### src/rtl/core/mbls_mul.sv
// three-stage unsigned fixed-point multiplier built from four half-width partial products
module mbls_mul #(
    parameter int AW = 44,
    parameter int F  = 28,
    parameter int OW = 44
) (
    input  logic          i_clk,
    input  logic          i_en,
    input  logic [AW-1:0] i_a,
    input  logic [AW-1:0] i_b,
    output logic [OW-1:0] o_p
);
    localparam int H  = (AW + 1) / 2;
    localparam int PW = 4 * H;

    logic [2*H-1:0] a_ext;
    logic [2*H-1:0] b_ext;
    logic [2*H-1:0] r_p00, r_p01, r_p10, r_p11;
    logic [2*H-1:0] r_lo, r_hi;
    logic [2*H:0]   r_mid;
    logic [PW-1:0]  prod;
    logic [PW-1:0]  shifted;
    logic [OW-1:0]  r_p;

    assign a_ext = (2*H)'(i_a);
    assign b_ext = (2*H)'(i_b);

    always_ff @(posedge i_clk) begin
        if (i_en) begin
            r_p00 <= (2*H)'(a_ext[H-1:0] * b_ext[H-1:0]);
            r_p01 <= (2*H)'(a_ext[H-1:0] * b_ext[2*H-1:H]);
            r_p10 <= (2*H)'(a_ext[2*H-1:H] * b_ext[H-1:0]);
            r_p11 <= (2*H)'(a_ext[2*H-1:H] * b_ext[2*H-1:H]);
            r_lo  <= r_p00;
            r_hi  <= r_p11;
            r_mid <= (2*H+1)'(r_p01) + (2*H+1)'(r_p10);
            r_p   <= (shifted > PW'({OW{1'b1}})) ? {OW{1'b1}} : shifted[OW-1:0];
        end
    end

    assign prod    = {r_hi, r_lo} + (PW'(r_mid) << H);
    assign shifted = prod >> F;
    assign o_p     = r_p;

endmodule

### config.mk
export PLATFORM = sky130hd
export DESIGN_NAME = mbls_mul
export DESIGN_NICKNAME = d
export VERILOG_FILES = /design/src/rtl/core/mbls_mul.sv
export SDC_FILE = /design/constraint.sdc
export NUM_CORES = 2
export LEC_CHECK = 0
export BUFFER_PORTS_ARGS = -buffer_cell sky130_fd_sc_hd__buf_2
export CAP_MARGIN = 30
export CORE_UTILIZATION = 55
export CTS_BUF_LIST = sky130_fd_sc_hd__clkbuf_8
export DETAILED_ROUTE_END_ITERATION = 16
export HOLD_SLACK_MARGIN = 0.08
export MAX_ROUTING_LAYER = met4
export PLACE_DENSITY = 0.71
export SLEW_MARGIN = 20
export SYNTH_ARGS = -nofsm -noshare
export SYNTH_HDL_FRONTEND = slang
export SYNTH_SLANG_ARGS = --single-unit
### constraint.sdc
create_clock -name i_clk -period 10.93 [get_ports i_clk]
set_input_delay 1.6395 -clock i_clk [delete_from_list [all_inputs] [get_ports i_clk]]
set_output_delay 1.6395 -clock i_clk [all_outputs]
set_load 0.02 [all_outputs]
==> flow_summary.json, run 1 <==
{
  "status": "stopped before the end",
  "haltStage": "detailed routing (5_2_route)",
  "error_line": "[ERROR DRT-0255] Maze Route cannot find path of net i_clk in worker of routeBox ( 338100 0 ) ( 375975 48300 ).",
  "yosys-top-cells-area": "fa_1, edfxtp_1, ha_1, and2_1, inv_1",
  "grt_max_degree": 98,
  "postCtsHoldBufs": 0,
  "cts_resized": 0,
  "post-place-ws_ps": 1130,
  "clock_tree.root_cell": "clkbuf_8",
  "synthXorXnorAreaFrac_pct": 2.47,
  "synthFlopType": "edfxtp_1",
  "syn_nets": 10600,
  "num_io_pins": 134,
  "ys_ff_latch": 309,
  "clk_path_buf_depth": 3,
  "clock-sinks": 309,
  "grt_pass1_vias": 60000,
  "htreeDepth": 2,
  "netlist-cell-type-count": 70,
  "synth_compound_area_share_pct": 5.75,
  "die_x_um": 376,
  "placedInstanceArea_um2": 79200,
  "initial_utilization_pct": 55.7,
  "dpl.hpwl_mm": 170,
  "gp_congestion": 0.975,
  "synth_top_area_share_pct": 41.3,
  "synthArstFlopShare_pct": 0,
  "rows": 136,
  "yosys.area.top_type": "fa_1",
  "syn_area_per_cell_um2": 9.42,
  "postCtsSetupBuffers": 0,
  "synth_warnings": 0,
  "port_buffers": 133,
  "synthesis.area_um2": 76900,
  "groute.usage.overall_pct": 31.9,
  "synthAdderAreaFrac_pct": 53.1,
  "synth_edf_count": 309,
  "synthMuxAreaShare_pct": 0.0537,
  "syn-instance-count": 8168,
  "die_y_um": 376,
  "yosysSeqAreaShare_pct": 12.1,
  "antenna_found_initial": 20,
  "numCtsBuffers": 53,
  "synth_simple_gate_area_share_pct": 16.6,
  "grt_pass1_wl_mm": 336,
  "overflow": 0,
  "synth_top_family_by_area": "adder cells"
}
==> cell families after synthesis <==
group | Yosys count
xor gates and xnor gates | 217
and+or+nand+nor | 2585
adders and majority gates | 2309
muxes | 4
buffers and inverters | 2051
DFF | 309
AOI/OAI and AO/OA | 693
==> cell usage after synthesis (all sizes together), types with 12 or more instances <==
cell type and instances:
or3 15, o21ai 123, and3 19, nor2 168
nand2 1162, a21o 111, o31ai 12, o21bai 36
nor3 87, nand3 41, o21a 42, nor2b 19
clkbuf 454, xnor2 165, fa 1588, a211oi 26
edfxtp 309, and2 969, nand2b 20, inv 1588
a31oi 21, ha 721, a21oi 220, nand4 46
xor2 52
==> metal layers <==
layer  GRT usage (%)
met5               -
met4            11.7
met3            6.94
met2            49.3
met1            41.4
==> per-stage QoR <==
stage | cells | hold slack (ps)
global route | 9940 | 419
global placement | 9823 | 401
detailed placement | 9827 | 405
CTS | 9919 | 417
floorplan | 8168 | 400
==> run 2, diff against run 1 <==
--- a/config.mk
+++ b/config.mk
@@ -7,12 +7,9 @@
 export LEC_CHECK = 0
 export BUFFER_PORTS_ARGS = -buffer_cell sky130_fd_sc_hd__buf_2
 export CAP_MARGIN = 30
-export CORE_UTILIZATION = 55
-export CTS_BUF_LIST = sky130_fd_sc_hd__clkbuf_8
+export CORE_UTILIZATION = 40
 export DETAILED_ROUTE_END_ITERATION = 16
-export HOLD_SLACK_MARGIN = 0.08
-export MAX_ROUTING_LAYER = met4
-export PLACE_DENSITY = 0.71
+export PLACE_DENSITY_LB_ADDON = 0.15
 export SLEW_MARGIN = 20
 export SYNTH_ARGS = -nofsm -noshare
 export SYNTH_HDL_FRONTEND = slang
==> flow_summary.json, run 2 <==
{
  "fin_nets": 10400,
  "nFillCells": 18800,
  "grt_pass1_wl_mm": 351,
  "port_buffers": 133,
  "grt_pass1_vias": 59100,
  "worstPathRequired_ps": 11270,
  "synth_top_area_share_pct": 41.3,
  "dr.pass1.iters": 8,
  "regMostFlops": "r_mid",
  "drc": 0,
  "rr_startpoint": "r_mid[44]",
  "critPathLaunch": "i_b[1]",
  "reg2reg_setup_slack_ps": 5850,
  "die_y_um": 441,
  "gp_congestion": 0.878,
  "fin_crit_sh_pct": 85.2,
  "cts_tree": "built",
  "clock.fmax_ghz": 0.107,
  "rr_endpoint": "o_p[30]",
  "initial_utilization_pct": 40.4,
  "rsz0062_at_grt": "no",
  "clkSlewWorstSetupHoldPaths_ps": 50,
  "most-common-layout-cells": "inv_1, fa_1, nand2_1",
  "dpl.hpwl_mm": 181,
  "setup_tns_ps": 0,
  "endpoint": "r_p10[41]",
  "ant_nets": 0,
  "yosysSeqAreaShare_pct": 12.1,
  "hold_viol": 0,
  "postCtsSetupBuffers": 0,
  "drtIter0Drc": 3223,
  "overflow": 0,
  "clock_tree.root_cell": "clkbuf_16",
  "stdcell_count": 10600,
  "synthFlopType": "edfxtp_1",
  "antenna_found_initial": 12,
  "end_kind": "register",
  "clkLatencyLatePin_ps": 630,
  "clk_path_buf_depth": 3,
  "viasPerCell": 5.16,
  "syn2layout_area_growth_pct": 5.92,
  "fin_skew_ps": 66.7,
  "numCtsBuffers": 40,
  "postCtsHoldBufs": 0,
  "cts_resized": 0,
  "syn_area_per_cell_um2": 9.42,
  "syn_nets": 10600,
  "synthesis.area_um2": 76900,
  "worst_slew_pin_slew_ps": 1090,
  "clock-sinks": 309,
  "yosys-top-cells-count": "fa_1, inv_1, nand2_1",
  "status": "finished, final reports clean",
  "grt_max_degree": 113,
  "setup_viol": 0,
  "netlist-cell-type-count": 70,
  "drt_wl_total_mm": 225,
  "critical_path.startpoint_type": "input port",
  "cap_viol_max_count": 0,
  "worstPathMaxFanout": 29,
  "synthArstFlopShare_pct": 0,
  "vias": 54500,
  "synth_warnings": 0,
  "hold_path_class": "reg2reg",
  "die_area_um2": 194000,
  "synth_edf_count": 309,
  "wl_per_cell_um": 21.3,
  "placedInstanceArea_um2": 80000,
  "yosys.area.top_type": "fa_1",
  "arrival_ps": 9650,
  "ys_ff_latch": 309,
  "fin_area_um2": 81500,
  "syn-instance-count": 8168,
  "reg2regPathDepth": 13,
  "groute.usage.overall_pct": 23.8,
  "max_slew_margin_pct": 27.0,
  "hold_ws_ps": 417,
  "worstSetupPathType": "in2reg",
  "core_um2": 191000,
  "die_x_um": 441,
  "placedCellCount": 10500,
  "rows": 160,
  "drive_gt1_share_pct": 4.40,
  "yosys-top-cells-area": "fa_1, edfxtp_1, ha_1, and2_1, inv_1",
  "htreeDepth": 2,
  "num_io_pins": 134,
  "slew_viol_final": 0,
  "period_needed_ps": 9320,
  "largest_reg_flops": 45
}
-- run 2: cell counts after synthesis --
No cell type changed its count.
-- run 2: cell families (layout without fill, tap and decap cells) --
| kind of cell | Yosys count | count (layout) | synth area share, % |
|---|---|---|---|
| AO/OA/AOI/OAI | 693 | 693 | 5.75 |
| AND/OR/NAND/NOR | 2585 | 2585 | 16.6 |
| adder cells (fa/ha/maj) | 2309 | 2309 | 53.1 |
| multiplexers | 4 | 4 | 0.0537 |
| XOR/XNOR | 217 | 217 | 2.47 |
| buffers and inverters | 2051 | 1927 | 10.0 |
| other | 0 | 11 | 0 |
| flip-flops | 309 | 309 | 12.1 |
-- run 2: area by class of cell --
cell class / count / area [um^2] / share of cell area (%)
diodes: 11 / 27.5 / 0.0338
clock buffers: 42 / 1010 / 1.24
clock inverters: 32 / 353 / 0.433
inverters: 1588 / 5960 / 7.32
multi-input cells: 5808 / 60000 / 73.6
flip-flops and latches: 309 / 9280 / 11.4
well taps: 2511 / 3140 / 3.86
repair buffers: 265 / 1730 / 2.12
-- run 2: worst min path at each step --
stage | cells past startpoint | from | to
floorplan | 0 | r_p11[0] | r_hi[0]
global placement | 0 | r_p00[31] | r_lo[31]
detailed placement | 0 | r_p11[0] | r_hi[0]
CTS | 0 | r_p11[1] | r_hi[1]
global route | 0 | r_p11[12] | r_hi[12]
finish | 0 | r_p11[12] | r_hi[12]
-- run 2: stage by stage --
step | util, % | setup WS (ps)
floorplan | - | 2300
global placement | 42.0 | 1040
detailed placement | 42.0 | 1050
CTS | 42.7 | 1680
global route | 42.7 | 1200
finish | 42.8 | 1610
-- run 2: layer usage --
metal  global-route usage, %  wire length [um]  up-vias
li1                        -                 -    24600
met1                    33.4            102000    28100
met2                    38.5            103000     1540
met3                    3.23             13800      265
met4                    6.16              6320        0
met5                       0                 0        -
-- run 2: critical path: stages --
cell and delay (ps):
buf_2 590, buf_4 390, nand2_1 120, fa_1 580, fa_1 450, fa_1 550
inv_1 50, fa_1 510, inv_1 60, fa_1 530, inv_1 50, fa_1 490
fa_1 420, ha_1 370, and3_1 280, nand2_1 100, nor3_1 510, o21ai_0 350
a21oi_1 410, nor2_1 90, a21oi_1 470, a21boi_0 240, o21ai_0 250, xnor2_1 90
Power of run 2 is left out: the tool's default activity adds up to more than one toggle a clock period on the data nets, which glitch-free logic cannot reach.
